[src/hw/rtl/pcp_pkg.sv]
// ----------------------------------------------------------------------------
// pcp_pkg: shared definitions for the point-in-convex-polygon block
// Fixed field widths and the control bundle that travels from the sequencer
// to the edge evaluation unit.
// ----------------------------------------------------------------------------
`timescale 1ns / 1ps
`default_nettype none

package pcp_pkg;

    // Width of the vertex_count write data (cfg_wdata) and of the vertex_index field.
    localparam int CFG_W = 5;
    localparam int IDX_W = 4;

    // Request types carried in req_type.
    localparam logic REQ_LOAD = 1'b0;
    localparam logic REQ_TEST = 1'b1;

    // Per-sample control for the edge unit.
    typedef struct packed {
        logic chk;   // pair this sample with the previous kept one and test the edge
        logic keep;  // this sample becomes the previous vertex for later edges
    } pcp_ctl_t;

endpackage

`default_nettype wire

[src/hw/rtl/pcp_cell.sv]
// ----------------------------------------------------------------------------
// pcp_cell: one vertex cell of the rotating vertex ring
// Holds one vertex. It is written directly by a vertex load and, during a
// test, takes the vertex of its neighbor on every shift.
// ----------------------------------------------------------------------------
`timescale 1ns / 1ps
`default_nettype none

module pcp_cell #(
    parameter int COORD_BITS = 16
) (
    input  wire logic                         clk,
    input  wire logic                         load_en,
    input  wire logic                         shift_en,
    input  wire logic signed [COORD_BITS-1:0] load_x,
    input  wire logic signed [COORD_BITS-1:0] load_y,
    input  wire logic signed [COORD_BITS-1:0] nbr_x,
    input  wire logic signed [COORD_BITS-1:0] nbr_y,
    output logic signed [COORD_BITS-1:0]      vx,
    output logic signed [COORD_BITS-1:0]      vy
);

    logic signed [COORD_BITS-1:0] vx_reg;
    logic signed [COORD_BITS-1:0] vy_reg;
    logic signed [COORD_BITS-1:0] vx_next;
    logic signed [COORD_BITS-1:0] vy_next;

    always_comb
    begin
        vx_next = vx_reg;
        vy_next = vy_reg;
        if (load_en)
        begin
            vx_next = load_x;
            vy_next = load_y;
        end
        else if (shift_en)
        begin
            vx_next = nbr_x;
            vy_next = nbr_y;
        end
    end

    always_ff @(posedge clk)
    begin
        vx_reg <= vx_next;
        vy_reg <= vy_next;
    end

    assign vx = vx_reg;
    assign vy = vy_reg;

endmodule

`default_nettype wire

[src/hw/rtl/pcp_edge.sv]
// ----------------------------------------------------------------------------
// pcp_edge: edge cross product unit at the head of the vertex ring
// Forms the vertex-minus-point differences, multiplies them against the
// previous kept vertex and flags an edge whose cross product is positive.
// ----------------------------------------------------------------------------
`timescale 1ns / 1ps
`default_nettype none

module pcp_edge #(
    parameter int COORD_BITS = 16
) (
    input  wire logic                         clk,
    input  wire logic                         rst_n,
    input  wire logic signed [COORD_BITS-1:0] head_x,
    input  wire logic signed [COORD_BITS-1:0] head_y,
    input  wire logic signed [COORD_BITS-1:0] pt_x,
    input  wire logic signed [COORD_BITS-1:0] pt_y,
    input  wire pcp_pkg::pcp_ctl_t            ctl,
    output logic                              edge_pos
);

    import pcp_pkg::*;

    localparam int D_W = COORD_BITS + 1;
    localparam int P_W = 2 * D_W;

    logic signed [D_W-1:0] dx;
    logic signed [D_W-1:0] dy;

    logic signed [D_W-1:0] cur_dx_reg;
    logic signed [D_W-1:0] cur_dy_reg;
    logic signed [D_W-1:0] prev_dx_reg;
    logic signed [D_W-1:0] prev_dy_reg;
    logic                  s1_chk_reg;
    logic                  s1_keep_reg;

    logic signed [P_W-1:0] p_reg;
    logic signed [P_W-1:0] q_reg;
    logic signed [P_W-1:0] p_next;
    logic signed [P_W-1:0] q_next;
    logic                  s2_chk_reg;

    assign dx = $signed({head_x[COORD_BITS-1], head_x}) - $signed({pt_x[COORD_BITS-1], pt_x});
    assign dy = $signed({head_y[COORD_BITS-1], head_y}) - $signed({pt_y[COORD_BITS-1], pt_y});

    // Edge runs from the previous kept vertex to the current sample:
    // z = prev_dx * cur_dy - cur_dx * prev_dy, positive when p > q.
    assign p_next = prev_dx_reg * cur_dy_reg;
    assign q_next = cur_dx_reg * prev_dy_reg;

    always_ff @(posedge clk or negedge rst_n)
    begin
        if (!rst_n)
        begin
            s1_chk_reg  <= 1'b0;
            s1_keep_reg <= 1'b0;
            s2_chk_reg  <= 1'b0;
        end
        else
        begin
            s1_chk_reg  <= ctl.chk;
            s1_keep_reg <= ctl.keep;
            s2_chk_reg  <= s1_chk_reg;
        end
    end

    always_ff @(posedge clk)
    begin
        cur_dx_reg <= dx;
        cur_dy_reg <= dy;
        if (s1_keep_reg)
        begin
            prev_dx_reg <= cur_dx_reg;
            prev_dy_reg <= cur_dy_reg;
        end
        p_reg <= p_next;
        q_reg <= q_next;
    end

    assign edge_pos = s2_chk_reg && (p_reg > q_reg);

endmodule

`default_nettype wire

[src/hw/rtl/point_in_convex_polygon_top.sv]
// ----------------------------------------------------------------------------
// point_in_convex_polygon_top: convex polygon containment test
// Vertex ring of cells, edge cross product unit and test sequencer.
// ----------------------------------------------------------------------------
// A vertex load (req_type 0) gives no result. For a point test (req_type 1)
// the vertex ring rotates once through all MAX_VERTICES cells past the
// single cross product unit at its head, one vertex per cycle; the unit's
// two pipeline stages then drain, and the result enters the output register
// once it is free. A test reports inside_res = 1 when no edge cross product
// is positive, so points on an edge count as inside, and a vertex count of
// zero reports inside. The input takes a new transfer only while no test is
// running; a finished result waits in the output register while loads or
// the next test proceed. Loads with an index beyond MAX_VERTICES - 1 are
// dropped, and vertex_count writes above MAX_VERTICES saturate. Write
// vertex_count only while idle.
// ----------------------------------------------------------------------------
`timescale 1ns / 1ps
`default_nettype none

module point_in_convex_polygon_top #(
    parameter int MAX_VERTICES = 16,
    parameter int COORD_BITS   = 16
) (
    input  wire logic                         clk,
    input  wire logic                         rst_n,
    input  wire logic                         cfg_we,
    input  wire logic [pcp_pkg::CFG_W-1:0]    cfg_wdata,
    input  wire logic                         in_valid,
    output logic                              in_stall,
    input  wire logic                         req_type,
    input  wire logic [pcp_pkg::IDX_W-1:0]    vertex_index,
    input  wire logic signed [COORD_BITS-1:0] coord_x,
    input  wire logic signed [COORD_BITS-1:0] coord_y,
    output logic                              out_valid,
    input  wire logic                         out_stall,
    output logic                              inside_res
);

    import pcp_pkg::*;

    localparam int CNT_W = $clog2(MAX_VERTICES + 1);

    localparam logic [1:0] ST_IDLE   = 2'd0;
    localparam logic [1:0] ST_RUN    = 2'd1;
    localparam logic [1:0] ST_DRAIN  = 2'd2;
    localparam logic [1:0] ST_FINISH = 2'd3;

    logic [1:0]            state_reg;
    logic [1:0]            state_next;
    logic [CNT_W-1:0]      count_reg;
    logic [CNT_W-1:0]      count_next;
    logic [CNT_W-1:0]      step_reg;
    logic [CNT_W-1:0]      step_next;
    logic                  drain_reg;
    logic                  drain_next;
    logic                  inside_reg;
    logic                  inside_next;
    logic                  out_valid_reg;
    logic                  out_valid_next;
    logic                  out_res_reg;
    logic                  out_res_next;
    logic signed [COORD_BITS-1:0] px_reg;
    logic signed [COORD_BITS-1:0] py_reg;

    logic                  in_xfer;
    logic                  load_xfer;
    logic                  test_xfer;
    logic                  out_xfer;
    logic                  shift_en;
    logic                  last_step;
    logic                  edge_pos;
    logic [31:0]           cfg_ext;
    logic [31:0]           idx_ext;
    pcp_ctl_t              ctl;

    logic signed [COORD_BITS-1:0] cell_x [MAX_VERTICES];
    logic signed [COORD_BITS-1:0] cell_y [MAX_VERTICES];

    assign in_stall  = (state_reg != ST_IDLE);
    assign in_xfer   = in_valid && !in_stall;
    assign load_xfer = in_xfer && (req_type == REQ_LOAD);
    assign test_xfer = in_xfer && (req_type == REQ_TEST);
    assign out_xfer  = out_valid_reg && !out_stall;

    assign cfg_ext = 32'(cfg_wdata);
    assign idx_ext = 32'(vertex_index);

    assign last_step = (step_reg == CNT_W'(MAX_VERTICES));
    assign shift_en  = (state_reg == ST_RUN) && !last_step;

    // Sample k of a test is vertex k; after the full rotation vertex 0 is back
    // at the head and closes the polygon against the last vertex in use.
    always_comb
    begin
        ctl.chk  = 1'b0;
        ctl.keep = 1'b0;
        if (state_reg == ST_RUN)
        begin
            ctl.keep = (step_reg < count_reg);
            ctl.chk  = ((step_reg != '0) && (step_reg < count_reg))
                     || (last_step && (count_reg != '0));
        end
    end

    genvar k;
    generate
        for (k = 0; k < MAX_VERTICES; k++)
        begin : g_cell
            localparam int NB = (k + 1) % MAX_VERTICES;
            pcp_cell #(
                .COORD_BITS (COORD_BITS)
            ) u_cell (
                .clk      (clk),
                .load_en  (load_xfer && (idx_ext == 32'(k))),
                .shift_en (shift_en),
                .load_x   (coord_x),
                .load_y   (coord_y),
                .nbr_x    (cell_x[NB]),
                .nbr_y    (cell_y[NB]),
                .vx       (cell_x[k]),
                .vy       (cell_y[k])
            );
        end
    endgenerate

    pcp_edge #(
        .COORD_BITS (COORD_BITS)
    ) u_edge (
        .clk      (clk),
        .rst_n    (rst_n),
        .head_x   (cell_x[0]),
        .head_y   (cell_y[0]),
        .pt_x     (px_reg),
        .pt_y     (py_reg),
        .ctl      (ctl),
        .edge_pos (edge_pos)
    );

    always_comb
    begin
        state_next     = state_reg;
        step_next      = step_reg;
        drain_next     = drain_reg;
        inside_next    = inside_reg;
        out_valid_next = out_valid_reg;
        out_res_next   = out_res_reg;
        count_next     = count_reg;

        if (cfg_we)
        begin
            if (cfg_ext > 32'(MAX_VERTICES))
                count_next = CNT_W'(MAX_VERTICES);
            else
                count_next = CNT_W'(cfg_ext);
        end

        if (out_xfer)
            out_valid_next = 1'b0;

        if (edge_pos)
            inside_next = 1'b0;

        case (state_reg)
            ST_IDLE:
            begin
                if (test_xfer)
                begin
                    state_next  = ST_RUN;
                    step_next   = '0;
                    inside_next = 1'b1;
                end
            end
            ST_RUN:
            begin
                if (last_step)
                begin
                    state_next = ST_DRAIN;
                    drain_next = 1'b0;
                end
                else
                begin
                    step_next = step_reg + 1'b1;
                end
            end
            ST_DRAIN:
            begin
                if (drain_reg)
                    state_next = ST_FINISH;
                else
                    drain_next = 1'b1;
            end
            ST_FINISH:
            begin
                if (!out_valid_reg || !out_stall)
                begin
                    out_valid_next = 1'b1;
                    out_res_next   = inside_reg;
                    state_next     = ST_IDLE;
                end
            end
            default:
            begin
                state_next = ST_IDLE;
            end
        endcase
    end

    always_ff @(posedge clk or negedge rst_n)
    begin
        if (!rst_n)
        begin
            state_reg     <= ST_IDLE;
            count_reg     <= '0;
            step_reg      <= '0;
            drain_reg     <= 1'b0;
            inside_reg    <= 1'b1;
            out_valid_reg <= 1'b0;
        end
        else
        begin
            state_reg     <= state_next;
            count_reg     <= count_next;
            step_reg      <= step_next;
            drain_reg     <= drain_next;
            inside_reg    <= inside_next;
            out_valid_reg <= out_valid_next;
        end
    end

    always_ff @(posedge clk)
    begin
        out_res_reg <= out_res_next;
        if (test_xfer)
        begin
            px_reg <= coord_x;
            py_reg <= coord_y;
        end
    end

    assign out_valid  = out_valid_reg;
    assign inside_res = out_res_reg;

endmodule

`default_nettype wire

[config.mk]
export PLATFORM = sky130hd
export DESIGN_NAME = point_in_convex_polygon_top
export DESIGN_NICKNAME = d
export VERILOG_FILES = /design/src/hw/rtl/pcp_pkg.sv /design/src/hw/rtl/pcp_cell.sv /design/src/hw/rtl/pcp_edge.sv /design/src/hw/rtl/point_in_convex_polygon_top.sv
export SDC_FILE = /design/constraint.sdc
export NUM_CORES = 2
export LEC_CHECK = 0
export BUFFER_PORTS_ARGS = -buffer_cell sky130_fd_sc_hd__buf_4
export CAP_MARGIN = 20
export CORE_MARGIN = 2
export CORE_UTILIZATION = 65
export CTS_CLUSTER_DIAMETER = 100
export CTS_CLUSTER_SIZE = 28
export DETAILED_ROUTE_END_ITERATION = 8
export PLACE_DENSITY = 0.93
export REMOVE_ABC_BUFFERS = 1
export SLEW_MARGIN = 20
export SYNTH_ARGS = -nofsm -noshare
export SYNTH_HDL_FRONTEND = slang
export SYNTH_SLANG_ARGS = --single-unit
[constraint.sdc]
create_clock -name clk -period 15.6 [get_ports clk]
set_input_delay 1.56 -clock clk [delete_from_list [all_inputs] [get_ports clk]]
set_output_delay 1.56 -clock clk [all_outputs]
set_load 0.005 [all_outputs]
After elaboration in Yosys (flattened, before gate mapping)
Cells that the tools add are included.
{"block": "op_classes", "addsub": 3, "n_lt_le_gt_ge": 3, "n_eq_ne": 24, "n_mul": 2, "n_mux": 82, "n_reduce_logical": 57, "n_bitwise": 1}
{"cell": "$mux W16", "count": 64}
{"cell": "$mul A17 B17 Y34", "count": 2}
{"cell": "$reduce_bool A2 Y1", "count": 19}
{"cell": "$gt A34 B34 Y1", "count": 1}
{"cell": "$sub A16 B16 Y17", "count": 2}
{"cell": "$eq A4 B4 Y1 const B", "count": 8}
{"cell": "$logic_not A32 Y1", "count": 1}
{"cell": "$logic_and A1 B1 Y1", "count": 24}
{"cell": "$eq A4 B3 Y1 const B", "count": 4}
{"cell": "$mux W5", "count": 3}
{"cell": "$mux W2", "count": 5}
{"cell": "$ne A2 B2 Y1 const B", "count": 5}
{"cell": "$pmux W5 S2", "count": 1}
{"cell": "$reduce_bool A5 Y1", "count": 2}
{"cell": "$eq A4 B2 Y1 const B", "count": 2}
{"cell": "$pmux W2 S4", "count": 1}
{"cell": "$mux W1", "count": 7}
{"cell": "$add A5 B1 Y5 const B", "count": 1}
{"cell": "$eq A5 B5 Y1 const B", "count": 1}
{"cell": "$gt A5 B5 Y1 const B", "count": 1}
{"cell": "$lt A5 B5 Y1", "count": 1}
{"cell": "$eq A2 B2 Y1 const B", "count": 2}
{"cell": "$eq A4 B1 Y1 const B", "count": 1}
{"cell": "$logic_not A1 Y1", "count": 4}
{"cell": "other kinds (8)", "count": 10}
{"block": "word_totals", "reg_bits": 699, "input_bits": 47, "out_inout_bits": 3}

Logic depth before layout (Yosys ltp)
{"block": "logic_depth", "ltp_word": 6, "depth_mapped": 24, "ltp_nobuf": 23}

Hierarchy
A second synthesis with hierarchy kept.
{"block": "unflattened", "hier_cells": 4031, "hier_area_um2": 52980.8}
{"module": "pcp_edge", "cells_each": 2771, "instances": 1, "area_each_um2": 26823.2, "seq_area_each_um2": 3138.0}
{"module": "pcp_cell", "cells_each": 69, "instances": 16, "area_each_um2": 1507.7, "seq_area_each_um2": 960.9}
{"module": "point_in_convex_polygon_top", "cells_each": 156, "instances": 1, "area_each_um2": 2034.5, "seq_area_each_um2": 1367.6}

Worst setup path before layout
No wires, ideal clock.
{"block": "synth_path", "path_type": "register to register", "startpoint": "register u_edge.prev_dy_reg[2]", "endpoint": "register u_edge.q_reg[32]", "synth_period_minus_slack_ns": 6.019, "arrival_ns": 5.874, "setup_ns": 0.145, "setup_slack_ns": 9.581, "t_required_ns": 15.455, "stages_incl_launch_ff": 20, "cell_sequence": "edfxtp_1 clkbuf_1 nand2_1 inv_1 fa_1 fa_1 inv_1 fa_1 fa_1 fa_1 fa_1 inv_1 ha_1 a21oi_1 a21oi_1 o21a_1 nor2_1 nand2_1 o31ai_1 o311ai_0"}
{"block": "synth_via", "elab_chain_cells": 1}
{"item": "start, declared", "line": "pcp_edge.sv:33", "text": "logic signed [D_W-1:0] prev_dy_reg;"}
{"item": "start signal, assigned", "line": "pcp_edge.sv:74", "text": "prev_dy_reg <= cur_dy_reg;"}
{"item": "$mul A17 B17 Y34", "line": "pcp_edge.sv:49", "text": "assign q_next = cur_dx_reg * prev_dy_reg;"}
{"item": "named net u_edge.q_next[32]", "line": "pcp_edge.sv:40", "text": "logic signed [P_W-1:0] q_next;"}
{"item": "end signal, assigned", "line": "pcp_edge.sv:77", "text": "q_reg <= q_next;"}
{"item": "end, declared", "line": "pcp_edge.sv:38", "text": "logic signed [P_W-1:0] q_reg;"}
The timed path passes the listed nets, and every way through them passes these cells.
A chain may end at the register's enable or synchronous reset.

Final worst setup path
Same ends and word-level chain as after synthesis.

==> results.py <==
metrics = {
    "clocking": {
        "cts_buffer_depth": 3,
        "cts_resized": 0,
        "htreeDepth": 1,
        "clkTransAtPathRegs_ns": 0.11,
        "cts_num_sinks": 699,
        "clock_latency_ns": 0.66,
        "tritoncts": "yes",
        "post-cts-setup-buffers": 0,
        "root_buffer": "clkbuf_16",
        "cts_made_buffers": 30,
        "hold_buffers": 0,
    },
    "yosys": {
        "ys_seq_area_share_pct": 39.0,
        "synth_area_per_cell_um2": 12.2,
        "synth-adder-area-share_pct": 29.4,
        "synth-seq-cells": 699,
        "synth_warnings": 0,
        "synth-xor-area-share_pct": 1.55,
        "synthMuxAreaShare_pct": 11.4,
        "async_flop_share_pct": 2.58,
        "synth_top_family_by_area": "adder cells",
        "synth_simple_gate_area_share_pct": 8.37,
        "synth_cells": 4164,
        "synth-edff-count": 579,
        "synth-main-ff-cell": "edfxtp_1",
        "synth_compound_area_share_pct": 3.42,
        "ys_types": 82,
        "synth_area_um2": 50900,
    },
    "die": {
        "io_pins": 50,
        "dieArea_um2": 80600,
        "rows": 102,
        "start_util_pct": 65.7,
        "die_w_um": 284,
        "coreArea_um2": 77500,
        "die_h_um": 284,
    },
    "sta": {
        "fin_crit_sh_pct": 44.2,
        "finClkSkew_ns": 0.0429,
        "worst_slack_ns": 8.70,
        "maxSlewHeadroom_pct": 29.4,
        "layout_min_cycle_time_ns": 6.90,
        "setup-violations-final": 0,
        "hold_violations": 0,
        "worstMarginPinSlew_ns": 1.06,
        "max_clock_freq_mhz": 145,
        "tns_ns": 0,
        "report.final.slew_viol_count": 0,
        "rsz0062_at_grt": "no",
    },
    "placed_design": {
        "dp_hpwl_mm": 78.4,
        "io_buffer_count": 49,
        "pre_cts_ws_ns": 8.76,
        "gp_congestion": 0.921,
        "post-place-cells": 5119,
    },
    "final_layout": {
        "syn_to_final_growth_pct": 4.44,
        "final_nets": 5000,
        "fin_cells": 5178,
        "drive_gt1_share_pct": 16.0,
    },
    "min_path": {
        "hold_depth": 0,
        "holdPathEnd": "u_edge.s2_chk_reg",
        "hp-start": "u_edge.s1_chk_reg",
        "min_path_type": "reg -> reg",
    },
    "setup_path": {
        "crit_arrival_ns": 7.44,
        "reg2reg_slack_ns": 8.70,
        "crit_top_cell": "fa_1",
        "cpLargestDelayFamily": "adder cells",
        "worstSetupEndpointType": "register",
        "critPathMaxFanout": 17,
        "slowest_delay_ns": 0.93,
        "crit_slowest_cell": "fa_1",
        "path_cells": "nand2_1 > inv_1 > fa_1 > fa_1 > inv_1 > fa_1 > fa_1 > fa_1 > fa_1 > inv_1 > ha_1 > a21oi_1 > a21oi_1 > o21a_1 > nor2_1 > nand2_1 > o31ai_1 > nand3_1 > o311ai_0",
        "critPathLaunchType": "register",
        "r2r-start": "u_edge.prev_dy_reg[2]",
        "critPathBufInv": 3,
        "critical_path_class": "reg -> reg",
        "reg2regPathDepth": 19,
        "r2r_end": "u_edge.q_reg[32]",
        "worstPathRequired_ns": 16.14,
    },
    "routing": {
        "ant_nets": 0,
        "drt-total-wl_mm": 107,
        "via_per_inst": 5.90,
        "drt_iter0_drc": 2474,
        "via_count": 30600,
        "wl_per_cell_um": 20.7,
        "post-route-drc-count": 0,
        "dr.pass1.iters": 6,
    },
    "job": {
        "max-cap-violations": 0,
    },
    "global_route": {
        "grt_overflow": 0,
        "grt_max_degree": 35,
        "grt_pass1_wl_mm": 174,
        "grt_usage_pct": 27.0,
        "grt_pass1_vias": 32900,
        "grt_antenna_before_repair": 1,
    },
    "status": {
        "status": "finished clean",
    },
}
-- logic make-up (layout without fill, tap and decap cells) --
logic type | count (synthesis) | count (layout)
compound gates | 265 | 265
xor+xnor | 90 | 90
mux | 515 | 515
flops | 699 | 699
other cells | 0 | 2
simple gates | 847 | 847
fa+ha+maj | 841 | 841
buf+inv | 907 | 879
-- cell usage in the layout, fill, tap and decap left out, drive strengths merged, types with 17 or more instances in the layout --
master  count
a21o       21
a21oi      81
and2      291
buf        79
clkbuf     51
dfrtp      17
dfxtp     102
edfxtp    579
fa        594
ha        247
inv       748
mux2      513
nand2     319
nand2b     24
nand3      29
nor2       88
nor2b      17
nor3       27
o21a       18
o21ai      65
xnor2      75
-- cell usage after synthesis, drive strengths merged, types with 3 or more instances --
library cell  instances  area share (%)
a211oi               10            0.19
a21boi                6           0.088
a21o                 21            0.31
a21oi                81            0.82
a31oi                 5           0.091
and2                291             3.6
and3                 10            0.12
buf                  43            0.46
clkbuf              120            0.89
dfrtp                17            0.84
dfxtp               102             4.0
edfxtp              579              34
fa                  594              23
ha                  247             6.1
inv                 744             5.5
mux2                513              11
nand2               319             2.4
nand2b               24            0.29
nand3                29            0.28
nand3b                9            0.13
nand4                10            0.14
nor2                 88            0.66
nor2b                17            0.21
nor3                 27            0.30
nor4                  4           0.049
o2111ai               4           0.081
o211ai                8            0.14
o21a                 18            0.27
o21ai                65            0.64
o21bai                8            0.12
o22ai                 4           0.049
o31a                  3           0.052
o31ai                 8            0.13
or2                   5           0.061
or3                   9            0.11
xnor2                75             1.3
xor2                 15            0.26
-- metal layers --
metal	up-vias	global-route usage, %	part of all wire, %
met1	15700	34.9	39
met5	-	0	0
met4	0	7.50	2.4
met3	219	3.52	6.7
met2	1241	47.9	52
li1	13400	-	-
-- layout make-up --
cell class,instances,area (µm²)
clock buffers,51,861
fillers,5008,24300
diodes,2,5.00
clock inverters,5,86.3
inverters,744,2790
repair buffers,79,613
multi-input cells,2558,27700
flip-flops and latches,699,19900
well taps,1040,1300
-- worst max-delay path by stage --
stage | startpoint | endpoint | slack (ns) | depth (start not counted)
floorplan | u_edge.prev_dy_reg[4] | u_edge.q_reg[32] | 9.69 | 17
global placement | u_edge.prev_dy_reg[2] | u_edge.q_reg[32] | 9.11 | 18
detailed placement | u_edge.prev_dy_reg[2] | u_edge.q_reg[32] | 8.76 | 19
CTS | u_edge.prev_dy_reg[2] | u_edge.q_reg[32] | 8.72 | 19
global route | u_edge.prev_dy_reg[2] | u_edge.q_reg[32] | 8.33 | 19
finish | u_edge.prev_dy_reg[2] | u_edge.q_reg[32] | 8.70 | 19
-- stage by stage --
stage | utilization, % | hold WS, ns | area [µm²]
6_report | 68.7 | 0.381 | 53200
5_1_grt | 68.7 | 0.392 | 53200
4_1_cts | 68.6 | 0.380 | 53200
3_5_place_dp | 67.4 | 0.351 | 52200
3_3_place_gp | 67.4 | 0.334 | 52200
2_1_floorplan | - | 0.331 | 50200
Power is not shown: default switching activity piles up to over one toggle a cycle in this logic, so the estimate is an artifact.
